==> src/rtl/cscc_pkg.sv <==
// shared types, constants and the coin/credit cost table
// no dependencies
package cscc_pkg;

	localparam int HOLD_W    = 7;
	localparam int PULSE_W   = 5;
	localparam int PEND_W    = 8;
	localparam int COIN_W    = 3;
	localparam int CREDIT_W  = 4;
	localparam int TOTAL_W   = 16;
	localparam int SOUND_W   = 4;
	localparam int PAT_W     = 4;
	localparam int ROW_W     = 3;
	localparam int GRANT_W   = 3;

	localparam logic [PAT_W-1:0] ARM_PATTERN    = 4'h3;
	localparam logic [PAT_W-1:0] ACCEPT_PATTERN = 4'hc;

	localparam logic [PEND_W-1:0]  PEND_MAX  = '1;
	localparam logic [COIN_W-1:0]  COIN_MAX  = '1;
	localparam logic [SOUND_W-1:0] SOUND_MAX = '1;

	typedef enum logic [1:0] {
		REG_SLOT_ONE_COST = 2'd0,
		REG_SLOT_TWO_COST = 2'd1,
		REG_TWO_TO_START  = 2'd2
	} cfg_reg_t;

	typedef struct packed {
		logic [COIN_W-1:0]  coins;
		logic [GRANT_W-1:0] credits;
	} cost_t;

	typedef struct packed {
		logic               coin;
		logic [GRANT_W-1:0] grant;
	} lane_evt_t;

	typedef struct packed {
		logic [CREDIT_W-1:0] credit_count;
		logic                counter_drive_one;
		logic                counter_drive_two;
		logic                coin_lock_enable;
		logic                sound_pulse;
		logic [TOTAL_W-1:0]  coins_taken;
	} result_t;

	function automatic cost_t cost_lookup(logic [ROW_W-1:0] row);
		cost_t c;
		case (row)
			3'd0: c = '{coins: 3'd1, credits: 3'd1};
			3'd1: c = '{coins: 3'd1, credits: 3'd2};
			3'd2: c = '{coins: 3'd1, credits: 3'd3};
			3'd3: c = '{coins: 3'd1, credits: 3'd4};
			3'd4: c = '{coins: 3'd1, credits: 3'd6};
			3'd5: c = '{coins: 3'd2, credits: 3'd1};
			3'd6: c = '{coins: 3'd3, credits: 3'd1};
			3'd7: c = '{coins: 3'd4, credits: 3'd1};
			default: c = '{coins: 3'd1, credits: 3'd1};
		endcase
		return c;
	endfunction

endpackage

==> src/rtl/cscc_lane.sv <==
// one coin slot lane: arm/accept detection, holdoff, counter pulse queue, cost counting
// depends on cscc_pkg
module cscc_lane import cscc_pkg::*; #(
	parameter int HOLDOFF_TICKS = 120,
	parameter int PULSE_PERIOD  = 30
) (
	input  logic             clk,
	input  logic             arst_n,
	input  logic             step,
	input  logic [PAT_W-1:0] pattern,
	input  logic [ROW_W-1:0] cost_row,
	input  logic             two_to_start,
	output lane_evt_t        evt,
	output logic             drive
);

	logic               armed_q, armed_d;
	logic [HOLD_W-1:0]  hold_q, hold_d, hold_dec;
	logic [PULSE_W-1:0] timer_q, timer_d, timer_step;
	logic [PEND_W-1:0]  pend_q, pend_d, pend_mid;
	logic [COIN_W-1:0]  cc_q, cc_d, cc_inc;
	logic               accept;
	cost_t              cost;

	assign cost = cost_lookup(cost_row);

	always_comb begin
		timer_step = timer_q;
		pend_mid   = pend_q;
		if (timer_q != '0) begin
			timer_step = timer_q - PULSE_W'(1);
		end else if (pend_q != '0) begin
			pend_mid   = pend_q - PEND_W'(1);
			timer_step = PULSE_W'(PULSE_PERIOD);
		end
	end

	assign accept   = armed_q && (pattern == ACCEPT_PATTERN);
	assign hold_dec = hold_q - HOLD_W'(1);
	assign cc_inc   = (cc_q == COIN_MAX) ? cc_q : cc_q + COIN_W'(1);

	always_comb begin
		armed_d   = armed_q;
		hold_d    = hold_q;
		timer_d   = timer_q;
		pend_d    = pend_q;
		cc_d      = cc_q;
		evt.coin  = 1'b0;
		evt.grant = '0;
		if (step) begin
			timer_d = timer_step;
			pend_d  = pend_mid;
			if (!armed_q) begin
				if (pattern == ARM_PATTERN) begin
					armed_d = 1'b1;
					hold_d  = HOLD_W'(HOLDOFF_TICKS);
				end
			end else if (accept) begin
				armed_d  = 1'b0;
				evt.coin = 1'b1;
				pend_d   = (pend_mid == PEND_MAX) ? pend_mid : pend_mid + PEND_W'(1);
				if (two_to_start || cc_inc >= cost.coins) begin
					evt.grant = cost.credits;
					cc_d      = '0;
				end else begin
					cc_d = cc_inc;
				end
			end else begin
				hold_d = hold_dec;
				if (hold_dec == '0) begin
					armed_d = 1'b0;
				end
			end
		end
	end

	assign drive = timer_d > PULSE_W'(PULSE_PERIOD / 2);

	always_ff @(posedge clk or negedge arst_n) begin
		if (!arst_n) begin
			armed_q <= 1'b0;
			hold_q  <= '0;
			timer_q <= '0;
			pend_q  <= '0;
			cc_q    <= '0;
		end else begin
			armed_q <= armed_d;
			hold_q  <= hold_d;
			timer_q <= timer_d;
			pend_q  <= pend_d;
			cc_q    <= cc_d;
		end
	end

endmodule

==> src/rtl/cscc_merge.sv <==
// merge stage: credit total, service switch, coin total and sound queue
// depends on cscc_pkg
module cscc_merge import cscc_pkg::*; #(
	parameter int MAX_CREDITS = 9
) (
	input  logic                clk,
	input  logic                arst_n,
	input  logic                accept,
	input  logic                step,
	input  logic [PAT_W-1:0]    service_pattern,
	input  lane_evt_t           evt_one,
	input  lane_evt_t           evt_two,
	output logic [CREDIT_W-1:0] credit_count,
	output logic                coin_lock_enable,
	output logic                sound_pulse,
	output logic [TOTAL_W-1:0]  coins_taken
);

	localparam logic [CREDIT_W-1:0] CREDIT_LIMIT = CREDIT_W'(MAX_CREDITS);

	logic [CREDIT_W-1:0]  credits_q, credits_d, credits_slots;
	logic [TOTAL_W-1:0]   total_q, total_d;
	logic [SOUND_W-1:0]   sound_q, sound_d, sound_sat;
	logic [CREDIT_W:0]    credit_sum;
	logic [SOUND_W:0]     sound_sum;
	logic                 svc, svc_ok;

	assign credit_sum = {1'b0, credits_q} + (CREDIT_W+1)'(evt_one.grant)
		+ (CREDIT_W+1)'(evt_two.grant);
	assign credits_slots = (credit_sum > {1'b0, CREDIT_LIMIT}) ? CREDIT_LIMIT
		: credit_sum[CREDIT_W-1:0];
	assign svc       = step && (service_pattern == ARM_PATTERN);
	assign svc_ok    = svc && (credits_slots < CREDIT_LIMIT);
	assign credits_d = credits_slots + CREDIT_W'(svc_ok);
	assign total_d   = total_q + TOTAL_W'(evt_one.coin) + TOTAL_W'(evt_two.coin)
		+ TOTAL_W'(svc_ok);
	assign sound_sum = {1'b0, sound_q} + (SOUND_W+1)'(evt_one.coin)
		+ (SOUND_W+1)'(evt_two.coin) + (SOUND_W+1)'(svc);
	assign sound_sat = (sound_sum > {1'b0, SOUND_MAX}) ? SOUND_MAX : sound_sum[SOUND_W-1:0];
	assign sound_pulse = sound_sat != '0;
	assign sound_d     = sound_pulse ? sound_sat - SOUND_W'(1) : sound_sat;

	assign credit_count     = credits_d;
	assign coin_lock_enable = credits_d < CREDIT_LIMIT;
	assign coins_taken      = total_d;

	always_ff @(posedge clk or negedge arst_n) begin
		if (!arst_n) begin
			credits_q <= '0;
			total_q   <= '0;
			sound_q   <= '0;
		end else if (accept) begin
			credits_q <= credits_d;
			total_q   <= total_d;
			sound_q   <= sound_d;
		end
	end

endmodule

==> src/rtl/cscc_out_buf.sv <==
// two-entry result buffer between the tick logic and the output channel
// depends on cscc_pkg
module cscc_out_buf import cscc_pkg::*; (
	input  logic    clk,
	input  logic    arst_n,
	input  logic    push,
	input  result_t push_data,
	output logic    not_full,
	output logic    head_valid,
	input  logic    pop,
	output result_t head_data
);

	result_t     entry_q [2];
	logic        wr_ptr_q, rd_ptr_q;
	logic [1:0]  cnt_q;

	assign not_full   = cnt_q != 2'd2;
	assign head_valid = cnt_q != 2'd0;
	assign head_data  = entry_q[rd_ptr_q];

	always_ff @(posedge clk) begin
		if (push) begin
			entry_q[wr_ptr_q] <= push_data;
		end
	end

	always_ff @(posedge clk or negedge arst_n) begin
		if (!arst_n) begin
			wr_ptr_q <= 1'b0;
			rd_ptr_q <= 1'b0;
			cnt_q    <= '0;
		end else begin
			if (push) begin
				wr_ptr_q <= ~wr_ptr_q;
			end
			if (pop) begin
				rd_ptr_q <= ~rd_ptr_q;
			end
			cnt_q <= cnt_q + 2'(push) - 2'(pop);
		end
	end

endmodule

==> src/rtl/coin_slot_credit_controller.sv <==
// Coin slot credit controller: takes one tick transaction per clock while in_ready is high and
// returns one result transaction for it. The per-tick state update is computed combinationally
// in two slot lanes and a merge stage; the result is registered into a two-entry output buffer,
// and the input stays ready while fewer than two results wait. Sustained rate is one transaction
// per clock whenever the output side keeps taking results.
// depends on cscc_pkg, cscc_lane, cscc_merge, cscc_out_buf
module coin_slot_credit_controller import cscc_pkg::*; #(
	parameter int HOLDOFF_TICKS = 120,
	parameter int PULSE_PERIOD  = 30,
	parameter int MAX_CREDITS   = 9
) (
	input  logic                clk,
	input  logic                arst_n,
	input  logic                cfg_we,
	input  logic [1:0]          cfg_index,
	input  logic [ROW_W-1:0]    cfg_wdata,
	input  logic                in_valid,
	output logic                in_ready,
	input  logic [PAT_W-1:0]    slot_one_pattern,
	input  logic [PAT_W-1:0]    slot_two_pattern,
	input  logic [PAT_W-1:0]    service_pattern,
	input  logic                test_mode,
	output logic                out_valid,
	input  logic                out_ready,
	output logic [CREDIT_W-1:0] credit_count,
	output logic                counter_drive_one,
	output logic                counter_drive_two,
	output logic                coin_lock_enable,
	output logic                sound_pulse,
	output logic [TOTAL_W-1:0]  coins_taken
);

	logic [ROW_W-1:0] cost_one_q, cost_two_q;
	logic             two_start_q;
	logic             accept, step;
	lane_evt_t        evt_one, evt_two;
	result_t          res, head;

	always_ff @(posedge clk or negedge arst_n) begin
		if (!arst_n) begin
			cost_one_q  <= '0;
			cost_two_q  <= '0;
			two_start_q <= 1'b0;
		end else if (cfg_we) begin
			case (cfg_reg_t'(cfg_index))
				REG_SLOT_ONE_COST: cost_one_q  <= cfg_wdata;
				REG_SLOT_TWO_COST: cost_two_q  <= cfg_wdata;
				REG_TWO_TO_START:  two_start_q <= cfg_wdata[0];
				default: ;
			endcase
		end
	end

	assign accept = in_valid && in_ready;
	assign step   = accept && !test_mode;

	cscc_lane #(.HOLDOFF_TICKS(HOLDOFF_TICKS), .PULSE_PERIOD(PULSE_PERIOD)) u_lane_one (
		.clk, .arst_n, .step, .pattern(slot_one_pattern), .cost_row(cost_one_q),
		.two_to_start(two_start_q), .evt(evt_one), .drive(res.counter_drive_one)
	);

	cscc_lane #(.HOLDOFF_TICKS(HOLDOFF_TICKS), .PULSE_PERIOD(PULSE_PERIOD)) u_lane_two (
		.clk, .arst_n, .step, .pattern(slot_two_pattern), .cost_row(cost_two_q),
		.two_to_start(two_start_q), .evt(evt_two), .drive(res.counter_drive_two)
	);

	cscc_merge #(.MAX_CREDITS(MAX_CREDITS)) u_merge (
		.clk, .arst_n, .accept, .step, .service_pattern, .evt_one, .evt_two,
		.credit_count(res.credit_count), .coin_lock_enable(res.coin_lock_enable),
		.sound_pulse(res.sound_pulse), .coins_taken(res.coins_taken)
	);

	cscc_out_buf u_out_buf (
		.clk, .arst_n, .push(accept), .push_data(res), .not_full(in_ready),
		.head_valid(out_valid), .pop(out_valid && out_ready), .head_data(head)
	);

	assign credit_count      = head.credit_count;
	assign counter_drive_one = head.counter_drive_one;
	assign counter_drive_two = head.counter_drive_two;
	assign coin_lock_enable  = head.coin_lock_enable;
	assign sound_pulse       = head.sound_pulse;
	assign coins_taken       = head.coins_taken;

endmodule

==> config.mk <==
export PLATFORM = sky130hd
export DESIGN_NAME = coin_slot_credit_controller
export DESIGN_NICKNAME = d
export VERILOG_FILES = /design/src/rtl/cscc_pkg.sv /design/src/rtl/cscc_lane.sv /design/src/rtl/cscc_merge.sv /design/src/rtl/cscc_out_buf.sv /design/src/rtl/coin_slot_credit_controller.sv
export SDC_FILE = /design/constraint.sdc
export NUM_CORES = 1
export LEC_CHECK = 0
export BUFFER_PORTS_ARGS = -buffer_cell sky130_fd_sc_hd__buf_4
export CAP_MARGIN = 5
export CORE_ASPECT_RATIO = 0.7
export CORE_MARGIN = 4
export CORE_UTILIZATION = 55
export DETAILED_ROUTE_END_ITERATION = 7
export GPL_ROUTABILITY_DRIVEN = 0
export PLACE_DENSITY = 0.73
export RECOVER_POWER = 100
export SYNTH_ARGS = -nofsm -noshare
export SYNTH_HDL_FRONTEND = slang
export SYNTH_SLANG_ARGS = --single-unit
==> constraint.sdc <==
create_clock -name clk -period 6.2 [get_ports clk]
set_input_delay 0.31 -clock clk [delete_from_list [all_inputs] [get_ports clk]]
set_output_delay 0.31 -clock clk [all_outputs]
set_load 0.01 [all_outputs]
==> flow_summary.yaml <==
outcome:
  status: "finished, violations left"
  violations: "capacitance limit, slew limit"
synthesis:
  seq_area_frac_synth_pct: 45.4
  ys_seq_elements: 131
  synth_cells: 770
  synth.largest_area_cell: "dfrtp_1"
  ys.flop_type: "dfrtp_1"
  netlist_area_mm2: 0.00775
  ys_top_cells_by_area: "dfrtp_1 (27%), edfxtp_1 (19%), ha_1 (5.8%)"
  synth.most_common_cell: "nand2_1"
  syn-num-nets: 837
  synth_edf_count: 48
  yosys-top-cells-count: "nand2_1 (96), dfrtp_1 (83), nor2_1 (64)"
  synth_area_per_cell_um2: 10.1
  synth_top_area_share_pct: 26.8
  synth_cell_types: 68
  yosysWarningCount: 0
  async_reset_ff_share_pct: 63.4
detailed_routing:
  ant_nets: 0
  via_per_inst: 5.74
  drcViolationCount: 0
  wirelength_um: 16700
  drt_iter0_drc: 354
  vias: 5842
  routedWlPerCell_um: 16.4
  dr.pass1.iters: 5
power:
  pwr-share-comb_pct: 33.9
  p_seq_share_pct: 38.6
  p_total_mw: 3.60
  ir_worst_vdd_uv: 213
  clock_power_share_pct: 27.5
  internal_power_mw: 2.21
  power_density_mw_per_mm2: 414
  p_leak_nw: 3.67
  switching_share_pct: 38.6
  power_switching_mw: 1.39
sta:
  timing.fmax_mhz: 175
  setup-tns-final_ps: 0
  slew_headroom_pct: -126
  finalSetupViolCount: 0
  slew_violations: 63
  clock_skew_ps: 12.4
  fin_crit_sh_pct: 92.1
  rsz0062_at_grt: "false"
  min_period_ps: 5710
  worst_pin_slew_ps: 3390
  finalHoldViolCount: 0
floorplanning:
  io_pins: 49
  fp.dieH_um: 107
  die_w_um: 150
  die_area_mm2: 0.0161
  rows: 35
  core_mm2: 0.0135
  start_util_pct: 57.4
global_route:
  gr-usage-met2_pct: 35.9
  grt_pass1_wl_um: 28200
  top_usage_layer: "met2"
  antenna_found_initial: 0
  grtUsageMet1_pct: 29.6
  grt_util_met3_pct: 4.80
  grt_pass1_vias: 5877
  grt_start_max_net_pins: 63
  grt.overflow.total: 0
  track_usage_pct: 21.9
clock_tree:
  post_cts_buffers: 0
  htree_levels: 4
  cts_tree: "built"
  clockRootBuffer: "clkbuf_16"
  clkSinkCount: 131
  path_clk_slew_ps: 70
  cts_buffers: 17
  clockBufferDepth: 2
  insertion_delay_ps: 430
worst_setup_path:
  critical-path-top-delay-family: "adder cells"
  crit_arrival_ps: 5880
  crit_type: "reg2reg"
  worstPathRequired_ps: 6370
  path_buf_inv: 2
  crit_fanout: 6
  cp-start-kind: "flip-flop"
  crit_top_cell: "ha_1"
  slowest_stage: "fa_1"
  slowest_delay_ps: 510
  path_cells: "ha_1 -> nand2_1 -> mux2_2 -> ha_1 -> a21boi_0 -> o21ai_0 -> a21oi_2 -> o211ai_1 -> fa_1 -> inv_1 -> ha_1 -> inv_1 -> fa_1 -> nor2b_1 -> a21oi_1 -> nor2_1 -> ha_1 -> fa_1 -> nand3_1 -> nor3_1 -> and3_1 -> nand3_1 -> xnor2_1"
  end_kind: "flip-flop"
placement:
  port_buffers: 48
  dp_hpwl_um: 11700
  placed_cells: 984
cells_and_area:
  n_antenna_cell: 0
  instances_no_fill: 1017
  final_net_count: 886
  drive_gt1_share_pct: 13.3
  area_growth_pct: 12.3
run:
  cap_violations: 1
worst_hold_path:
  hold_path.class: "in2reg"
## per-stage QoR
step           util, %  hold slack [ps]  cell area [um^2]  setup slack (ps)
4_1_cts           65.6              109              8850               383
3_5_place_dp      61.2              221              8260               444
3_3_place_gp      61.2              220              8260               755
2_1_floorplan        -             14.4              7750              1010
6_report          64.5              108              8700               488
5_1_grt           64.5              114              8700              69.7
## layer usage
layer | share of wire, % | up-vias
met2 | 48 | 172
li1 | - | 2844
met3 | 4.9 | 21
met1 | 46 | 2805
met4 | 1.1 | 0
met5 | 0 | -
## power by group through the flow
stage	logic, mW	clock network (mW)	registers (mW)
floorplan	1.00	0	1.29
global placement	1.22	0	1.38
detailed placement	1.28	0	1.40
CTS	1.31	1.00	1.39
global route	1.37	1.05	1.42
finish	1.22	0.993	1.39
## registers in the layout, indices dropped and copies added (netlist names), 2 cells and up
register and cells:
u_out_buf.entry_q 48, u_merge.total_q 16, u_lane_one.pend_q 8, u_lane_two.pend_q 8, u_lane_one.hold_q 7, u_lane_two.hold_q 7, u_lane_one.timer_q 5, u_lane_two.timer_q 5
u_merge.credits_q 4, u_merge.sound_q 4, cost_one_q 3, cost_two_q 3, u_lane_one.cc_q 3, u_lane_two.cc_q 3, u_out_buf.cnt_q 2
## worst min-delay path: cells and delay by family
family	cells	cell delay (ps)
compound gates	1	50
simple gates	1	40
buf+inv	1	90
## timing repair
item / CTS / global route
hold buffers: 1 / 0
resized for setup: 0 / 2
endpoints found under the setup margin: 0 / 8
hold endpoints to repair: 21 / 0
## cell usage in the layout (no fill, tap or decap), types with 8 or more instances in the layout
cell	count
mux2i_1	12
clkbuf_16	17
or2_2	9
a21oi_1	29
xnor2_1	30
nand2_1	96
nand3_1	30
a31oi_1	12
inv_1	37
nand3b_1	9
nor3_1	17
ha_1	36
o31ai_1	8
fa_1	8
edfxtp_1	48
mux2_2	29
a21o_1	8
nand2b_1	11
xor2_1	25
nor2_1	64
dfrtp_1	83
clkbuf_1	29
o21ai_0	45
buf_4	26
## cell families (layout without fill, tap and decap cells)
kind of cell	after synthesis	count (layout)	share of synthesized area [%]
flip-flops	131	131	45.4
XOR/XNOR	55	55	6.22
adder cells (fa/ha/maj)	44	44	7.88
AO/OA/AOI/OAI	142	142	12.0
buffers and inverters	63	125	3.55
AND/OR/NAND/NOR	291	291	18.8
multiplexers	44	44	6.20
## cell type report
| cell class | instances | area, um^2 |
|---|---|---|
| Inverter | 37 | 139 |
| Tap cell | 185 | 231 |
| Timing Repair Buffer | 56 | 314 |
| Sequential cell | 131 | 3520 |
| Clock inverter | 15 | 160 |
| Fill cell | 1055 | 4790 |
| Clock buffer | 17 | 425 |
| Multi-Input combinational cell | 576 | 3910 |
## final timing paths
path | from | end | slack (ps) | depth (start not counted)
max | u_lane_two.cc_q[0] | u_out_buf.entry_q[0][14] | 490 | 23
min in group asynchronous | arst_n | u_merge.sound_q[2] | 670 | 2
min | cfg_wdata[0] | cost_one_q[0] | 110 | 3
max reg2reg | u_lane_two.cc_q[0] | u_out_buf.entry_q[0][14] | 490 | 23
min reg2reg | u_merge.total_q[15] | u_merge.total_q[15] | 490 | 1
max in group asynchronous | arst_n | u_lane_two.pend_q[3] | 1720 | 3
Power figures use the tool's default switching activity.
